### src/mcfe_pkg.sv
// Shared constants and types for the motor command frame encoder.
package mcfe_pkg;

  // Fraction bits of the signed fixed point inputs.
  localparam int FRACTION_BITS = 16;

  // Code widths.
  localparam int POS_BITS  = 16;
  localparam int AXIS_BITS = 12;
  localparam int QUO_W     = POS_BITS;

  // Gain upper bounds as integers.
  localparam int STIFF_MAX_INT = 500;
  localparam int DAMP_MAX_INT  = 5;

  // Offset and divisor width: a doubled 31-bit limit needs 32 bits, the
  // stiffness bound needs 9 integer bits over the fraction.
  localparam int GAIN_W = 9 + FRACTION_BITS;
  localparam int DIV_W  = (GAIN_W > 32) ? GAIN_W : 32;
  localparam int NUM_W  = DIV_W + QUO_W;

  localparam logic [DIV_W-1:0] STIFF_HI = DIV_W'(STIFF_MAX_INT) << FRACTION_BITS;
  localparam logic [DIV_W-1:0] DAMP_HI  = DIV_W'(DAMP_MAX_INT) << FRACTION_BITS;

  // Register file layout.
  localparam int LIMIT_W = 31;
  localparam int ID_W    = 11;
  localparam int CFG_W   = 32;

  localparam logic [LIMIT_W-1:0] POS_LIMIT_RST = LIMIT_W'(1310720);
  localparam logic [LIMIT_W-1:0] VEL_LIMIT_RST = LIMIT_W'(51445760);
  localparam logic [LIMIT_W-1:0] TRQ_LIMIT_RST = LIMIT_W'(327680);
  localparam logic [ID_W-1:0]    CMD_ID_RST    = ID_W'(1);

  typedef enum logic [1:0] {
    REG_POSITION_LIMIT = 2'd0,
    REG_VELOCITY_LIMIT = 2'd1,
    REG_TORQUE_LIMIT   = 2'd2,
    REG_COMMAND_ID     = 2'd3
  } cfg_index_t;

endpackage

### src/mcfe_div.sv
// Pipelined restoring divider, one quotient bit per register stage.
module mcfe_div (
  input  logic                      clk,
  input  logic [mcfe_pkg::NUM_W-1:0] num,
  input  logic [mcfe_pkg::DIV_W-1:0] den,
  output logic [mcfe_pkg::QUO_W-1:0] quo
);
  import mcfe_pkg::*;

  logic [NUM_W-1:0] rem   [QUO_W];
  logic [QUO_W-1:0] qbits [QUO_W];

  // Stage k settles quotient bit QUO_W-1-k; the dividend is known to be
  // below den << QUO_W, so no overflow stage is needed.
  for (genvar k = 0; k < QUO_W; k++) begin : g_stage
    localparam int SH = QUO_W - 1 - k;
    logic [NUM_W-1:0] rem_in;
    logic [QUO_W-1:0] q_in;
    logic [NUM_W-1:0] den_sh;
    logic             fits;

    if (k == 0) begin : g_first
      assign rem_in = num;
      assign q_in   = '0;
    end else begin : g_rest
      assign rem_in = rem[k-1];
      assign q_in   = qbits[k-1];
    end

    assign den_sh = NUM_W'(den) << SH;
    assign fits   = (rem_in >= den_sh);

    always_ff @(posedge clk) begin
      rem[k]   <= fits ? (rem_in - den_sh) : rem_in;
      qbits[k] <= q_in | (QUO_W'(fits) << SH);
    end
  end

  assign quo = qbits[QUO_W-1];

endmodule

### config.mk
export PLATFORM = sky130hd
export DESIGN_NAME = mcfe_div
export DESIGN_NICKNAME = d
export VERILOG_FILES = /design/src/mcfe_pkg.sv /design/src/mcfe_div.sv
export SDC_FILE = /design/constraint.sdc
export NUM_CORES = 2
export LEC_CHECK = 0
export BUFFER_PORTS_ARGS = -buffer_cell sky130_fd_sc_hd__buf_2
export CELL_PAD_IN_SITES_DETAIL_PLACEMENT = 0
export CELL_PAD_IN_SITES_GLOBAL_PLACEMENT = 1
export CORE_MARGIN = 1.5
export CORE_UTILIZATION = 53
export CTS_BUF_LIST = sky130_fd_sc_hd__clkbuf_16
export DETAILED_ROUTE_END_ITERATION = 7
export PLACE_DENSITY = 0.93
export SYNTH_ARGS = -nofsm -noshare
export SYNTH_HDL_FRONTEND = slang
export SYNTH_SLANG_ARGS = --single-unit
export TNS_END_PERCENT = 5
### constraint.sdc
create_clock -name clk -period 7.4 [get_ports clk]
set_input_delay 1.48 -clock clk [delete_from_list [all_inputs] [get_ports clk]]
set_output_delay 1.48 -clock clk [all_outputs]
set_load 0.02 [all_outputs]
**Word level (Yosys, flattened, before mapping)**

Memories as Yosys holds them, arrays and structs flattened.
Cells that the tools add are included.

- Add/sub/neg operators: 16
- Order comparisons: 16
- Muxes and demuxes: 16
- Bitwise operators: 15

Operators by type and width:

| cell | number |
|---|---|
| 48-bit two-way mux | 16 |
| 48-bit by 32-bit >= comparator with 1-bit output | 1 |
| 48-bit by 33-bit >= comparator with 1-bit output | 1 |
| 48-bit by 34-bit >= comparator with 1-bit output | 1 |
| 48-bit by 35-bit >= comparator with 1-bit output | 1 |
| 48-bit by 36-bit >= comparator with 1-bit output | 1 |
| 48-bit by 37-bit >= comparator with 1-bit output | 1 |
| 48-bit by 38-bit >= comparator with 1-bit output | 1 |
| 48-bit by 39-bit >= comparator with 1-bit output | 1 |
| 48-bit by 40-bit >= comparator with 1-bit output | 1 |
| 48-bit by 41-bit >= comparator with 1-bit output | 1 |
| 48-bit by 42-bit >= comparator with 1-bit output | 1 |
| 48-bit by 43-bit >= comparator with 1-bit output | 1 |
| 48-bit by 44-bit >= comparator with 1-bit output | 1 |
| 48-bit by 45-bit >= comparator with 1-bit output | 1 |
| 48-bit by 46-bit >= comparator with 1-bit output | 1 |
| 48-bit by 47-bit >= comparator with 1-bit output | 1 |
| 48-bit by 32-bit subtractor with 48-bit output | 1 |
| 48-bit by 33-bit subtractor with 48-bit output | 1 |
| 48-bit by 34-bit subtractor with 48-bit output | 1 |
| 48-bit by 35-bit subtractor with 48-bit output | 1 |
| 48-bit by 36-bit subtractor with 48-bit output | 1 |
| 48-bit by 37-bit subtractor with 48-bit output | 1 |
| 48-bit by 38-bit subtractor with 48-bit output | 1 |
| other kinds (24) | 24 |

- Flip-flop bits (word level): 0
- Bits in writable memories: 1024
- Input port bits: 81
- Output and inout bits: 16
- Word-level logic and storage cells: 65
- Memories: 2

Memories:

| name | words | width | read ports | clocked after memory_dff | wr ports | line | text |
|---|---|---|---|---|---|---|---|
| rem | 16 | 48 | 15 | 0 | 16 | mcfe_div.sv:10 | `logic [NUM_W-1:0] rem [QUO_W];` |
| qbits | 16 | 16 | 16 | 0 | 16 | mcfe_div.sv:11 | `logic [QUO_W-1:0] qbits [QUO_W];` |

**Logic depth before layout (Yosys ltp)**

An unclocked memory read counts as a cell.

- Depth after elaboration: 3
- Mapped depth: 15
- Mapped depth without buffers: 14

**Worst setup path after synthesis**

Ideal clock, no wire load.

- Kind: input-to-reg
- Start point: in den[1] (netlist bit)
- End point: mem rem[9][42] (netlist bit)
- Arrival: 4893 ps
- Data required time: 7282 ps
- Path slack: 2389 ps
- Stages on the path: 11
- Path buffers: 0
- Cell sequence: inv_1 > fa_1 > a211oi_1 > o21ai_0 > a31oi_1 > o21ai_0 > a31oi_1 > o21ai_0 > a2111oi_0 > or3b_2 > xnor2_1

RTL lines:

| what | line | text |
|---|---|---|
| start, declared | mcfe_div.sv:5 | `input logic [mcfe_pkg::DIV_W-1:0] den,` |
| end, declared | mcfe_div.sv:10 |  |

==> metrics.txt <==
# TYPE chip_impl_metric gauge
chip_impl_info{name="crit_chain",value="buf_2, inv_1, buf_4, fa_1, a211oi_1, o21ai_0, o211ai_1, a21boi_0, a41oi_1, o21ai_0, a311oi_1, o31a_1, nand4b_1, xnor2_1"} 1
chip_impl_metric{name="route.final.wire_length",unit="um"} 147000
chip_impl_metric{name="nNetsFinal",unit=""} 6735
chip_impl_info{name="result_of_the_run",value="completed"} 1
chip_impl_metric{name="first_global_vias",unit=""} 41800
chip_impl_metric{name="critPathBufInv",unit=""} 3
chip_impl_metric{name="num_vias",unit=""} 45100
chip_impl_metric{name="floorplan.initialDensity",unit="%"} 53.4
chip_impl_metric{name="design.die.area",unit="sq um"} 99000
chip_impl_metric{name="clock.fmax",unit="MHz"} 186
chip_impl_metric{name="final_area",unit="sq um"} 56600
chip_impl_metric{name="numPlacedInstances",unit=""} 7308
chip_impl_metric{name="drt_pass1_iterations",unit=""} 5
chip_impl_info{name="r2r_start",value="rem[8][6]$_DFF_P_"} 1
chip_impl_metric{name="cts.reportedPaths.clkPinSlew",unit="ps"} 60
chip_impl_metric{name="p_comb_share",unit="%"} 53.6
chip_impl_metric{name="ys_async_sr_fraction",unit="%"} 0
chip_impl_metric{name="swShare",unit="%"} 42.3
chip_impl_metric{name="synth.top_cell.area_share",unit="%"} 33.3
chip_impl_metric{name="syn-mean-instance-area",unit="sq um"} 8.48
chip_impl_metric{name="finalHoldViolations",unit=""} 0
chip_impl_info{name="tritoncts",value="done"} 1
chip_impl_info{name="min_from",value="qbits[8][8]$_DFF_P_"} 1
chip_impl_metric{name="yosys_register_bits",unit=""} 856
chip_impl_metric{name="power.density_cell_area",unit="nW/um^2"} 485
chip_impl_metric{name="post_drt_wl_per_cell",unit="um"} 19.7
chip_impl_metric{name="io_buffer_count",unit=""} 96
chip_impl_metric{name="post_drt_via_cell_ratio",unit=""} 6.02
chip_impl_metric{name="hold_path_depth",unit=""} 0
chip_impl_metric{name="syn_nets",unit=""} 6675
chip_impl_metric{name="clk_path_buf_depth",unit=""} 3
chip_impl_metric{name="worst_ir_drop_vdd",unit="mV"} 0.286
chip_impl_metric{name="core_area",unit="sq um"} 96400
chip_impl_info{name="worst_r2r_dst",value="rem[9][42]$_DFF_P_"} 1
chip_impl_metric{name="worst-r2r-setup-slack",unit="ps"} 3090
chip_impl_metric{name="grt_max_degree",unit=""} 63
chip_impl_info{name="synth_top_flop_cell",value="dfxtp_1"} 1
chip_impl_metric{name="p_leak",unit="nW"} 24.5
chip_impl_metric{name="postCtsHoldBufs",unit=""} 0
chip_impl_info{name="crit_type",value="in -> reg"} 1
chip_impl_metric{name="core.rowCount",unit=""} 114
chip_impl_metric{name="worstSkewPairLatency",unit="ps"} 690
chip_impl_metric{name="antenna_found_initial",unit=""} 7
chip_impl_info{name="worst_setup_path_start_kind",value="input pin"} 1
chip_impl_info{name="slowest_cell_on_crit_path",value="a311oi_1"} 1
chip_impl_metric{name="grt_first_pass_wirelength",unit="um"} 230000
chip_impl_metric{name="horizontal_die_dimension",unit="um"} 315
chip_impl_metric{name="grt.total_usage",unit="%"} 29.0
chip_impl_metric{name="power_frac_seq",unit="%"} 28.8
chip_impl_metric{name="io_pins",unit=""} 97
chip_impl_metric{name="post_synth_inst_count",unit=""} 6067
chip_impl_metric{name="gp_routability_congestion",unit=""} 0.967
chip_impl_metric{name="n_fill_cell",unit=""} 8688
chip_impl_metric{name="reg2regPathDepth",unit=""} 13
chip_impl_info{name="timing.hold.worst.class",value="reg -> reg"} 1
chip_impl_metric{name="synth_seq_area_share",unit="%"} 33.3
chip_impl_metric{name="post_synth_instance_area",unit="sq um"} 51500
chip_impl_metric{name="detailedPlacementHpwl",unit="um"} 115000
chip_impl_metric{name="post_cts.resized_instances",unit=""} 0
chip_impl_info{name="most_frequent_cell_on_the_critical_path",value="o21ai_0"} 1
chip_impl_metric{name="area_growth",unit="%"} 10.0
chip_impl_metric{name="arrival",unit="ps"} 5930
chip_impl_metric{name="yosysUniqueCellTypes",unit=""} 81
chip_impl_metric{name="clock_sink_count",unit=""} 856
chip_impl_metric{name="p_int",unit="mW"} 15.9
chip_impl_metric{name="worstMarginPinSlew",unit="ps"} 1400
chip_impl_metric{name="clock_skew",unit="ps"} 35.7
chip_impl_metric{name="cts_setup_buffers",unit=""} 0
chip_impl_metric{name="max-cap-violations",unit=""} 0
chip_impl_metric{name="grt_ovf",unit=""} 0
chip_impl_info{name="synth_common_cells",value="dfxtp_1 (856), a21oi_1 (643), nand2_1 (535)"} 1
chip_impl_info{name="critical_path.top_delay_family",value="compound AO/OA/AOI/OAI gates"} 1
chip_impl_metric{name="pins_over_their_slew_limit",unit=""} 0
chip_impl_metric{name="synth-edff-count",unit=""} 0
chip_impl_metric{name="ctsHtreeMaxLevel",unit=""} 3
chip_impl_info{name="clockRootBuffer",value="clkbuf_16"} 1
chip_impl_info{name="grt_setup_unrepaired",value="false"} 1
chip_impl_info{name="hold_end",value="qbits[9][8]$_DFF_P_"} 1
chip_impl_info{name="synth.largest_area_cell",value="dfxtp_1"} 1
chip_impl_metric{name="cts_made_buffers",unit=""} 93
chip_impl_metric{name="pwr-share-clk",unit="%"} 17.6
chip_impl_metric{name="crit_fanout",unit=""} 10
chip_impl_metric{name="die_h",unit="um"} 315
chip_impl_metric{name="critPathRequiredTime",unit="ps"} 7960
chip_impl_metric{name="detail_route.drc_violations",unit=""} 0
chip_impl_metric{name="dpl_cell_area",unit="sq um"} 53400
chip_impl_metric{name="final_cycle_utilization_of_the_critical_path",unit="%"} 72.5
chip_impl_metric{name="route.antenna.remaining_nets",unit=""} 0
chip_impl_metric{name="drive_gt1_share",unit="%"} 7.52
chip_impl_metric{name="synth_warnings",unit=""} 0
chip_impl_info{name="setup.worst_path.end_class",value="flip-flop"} 1
chip_impl_metric{name="layoutNonFillerInstCount",unit=""} 7487
chip_impl_metric{name="finalSetupTns",unit="ps"} 0
chip_impl_metric{name="setup_viol",unit=""} 0
chip_impl_metric{name="drt_iter0_drc",unit=""} 3696
chip_impl_metric{name="final.min_clock_period",unit="ps"} 5370
chip_impl_info{name="synth_top_cells_by_area",value="dfxtp_1 (33%), ha_1 (12%), a21oi_1 (6.3%)"} 1
chip_impl_metric{name="max_stage_delay",unit="ps"} 660
chip_impl_metric{name="maxSlewHeadroom",unit="%"} 4.56
chip_impl_info{name="synthMostInstantiatedCell",value="dfxtp_1"} 1
chip_impl_metric{name="timing.critical_path.depth",unit=""} 14
chip_impl_metric{name="switching_power",unit="mW"} 11.6
==> metrics by stage <==
stage	hold WS (ps)	setup WS, ps	power, mW	util, %
3_5_place_dp	312	1450	22.3	55.4
4_1_cts	319	2160	27.3	58.7
3_3_place_gp	309	1550	22.2	55.4
2_1_floorplan	310	2390	18.9	-
6_report	318	2030	27.5	58.7
5_1_grt	320	1660	29.5	58.7
==> layout make-up <==
class	instances	area (sq um)	share of cell area, %
timing repair buffer	165	1040	1.83
tap	1276	1600	2.82
sequential	856	17100	30.3
antenna	5	12.5	0.0221
multi-input combinational	4842	33000	58.3
clock inverter	79	821	1.45
clock buffer	95	2380	4.20
inverter	169	634	1.12
==> metal layers <==
| layer | vias to the layer above | global-route usage (%) | routed length [um] |
|---|---|---|---|
| li1 | 22200 | - | - |
| met1 | 21100 | 39.6 | 66900 |
| met2 | 1459 | 46.0 | 65400 |
| met3 | 251 | 4.20 | 9670 |
| met4 | 0 | 11.2 | 5410 |
| met5 | - | 0 | 0 |
==> state kept, by name, indices dropped and copies added, names as in the netlist <==
register  flops
qbits       136
rem         720
==> power groups by stage <==
stage | Combinational, mW | Clock (mW) | Sequential (mW)
3_5_place_dp | 14.3 | 0 | 7.98
2_1_floorplan | 11.5 | 0 | 7.44
5_1_grt | 16.3 | 5.12 | 8.07
6_report | 14.7 | 4.84 | 7.92
4_1_cts | 14.5 | 4.93 | 7.91
3_3_place_gp | 14.2 | 0 | 8.00
==> worst max path at each step <==
stage	from	endpoint
final	den[1]	rem[13][38]$_DFF_P_
after global routing	den[1]	rem[13][42]$_DFF_P_
after CTS	den[1]	rem[13][38]$_DFF_P_
after detailed placement	den[1]	rem[13][38]$_DFF_P_
after global placement	den[1]	rem[13][42]$_DFF_P_
after floorplan	den[1]	rem[9][42]$_DFF_P_
==> layout by cell type (no fill, tap or decap), types with 50 or more instances in the layout <==
cell type,instances
nand2b_1,63
and3_1,63
clkbuf_16,95
inv_1,184
xor2_1,221
o21bai_1,72
nand2_1,535
nor3_1,90
a21oi_1,642
dfxtp_1,856
nor2_1,445
o21a_1,71
nor4_1,55
ha_1,512
o21ai_0,451
nand3_1,116
mux2_2,89
nand4_1,97
nor2b_1,77
buf_2,96
buf_4,66
a21o_1,298
a211oi_1,50
xnor2_1,296
a31oi_1,56
==> cell families (layout without fill, tap and decap cells) <==
| kind of cell | Yosys count | in the layout | synth area share, % |
|---|---|---|---|
| xor+xnor | 517 | 517 | 8.80 |
| fa+ha+maj | 527 | 527 | 13.0 |
| flops | 856 | 856 | 33.3 |
| compound gates | 1958 | 1958 | 23.7 |
| buf+inv | 369 | 508 | 2.71 |
| simple gates | 1744 | 1744 | 16.4 |
| other cells | 0 | 5 | 0 |
| mux | 96 | 96 | 2.09 |
==> worst reg2reg max path, delay by kind of cell (launching register included) <==
kind / cells / cell delay, ps
adders and majority gates: 2 / 590
DFF: 1 / 310
and+or+nand+nor: 1 / 510
xor gates and xnor gates: 1 / 130
buffers and inverters: 2 / 110
AOI/OAI and AO/OA: 7 / 2520
No activity file was read; power rests on OpenSTA's default activity.
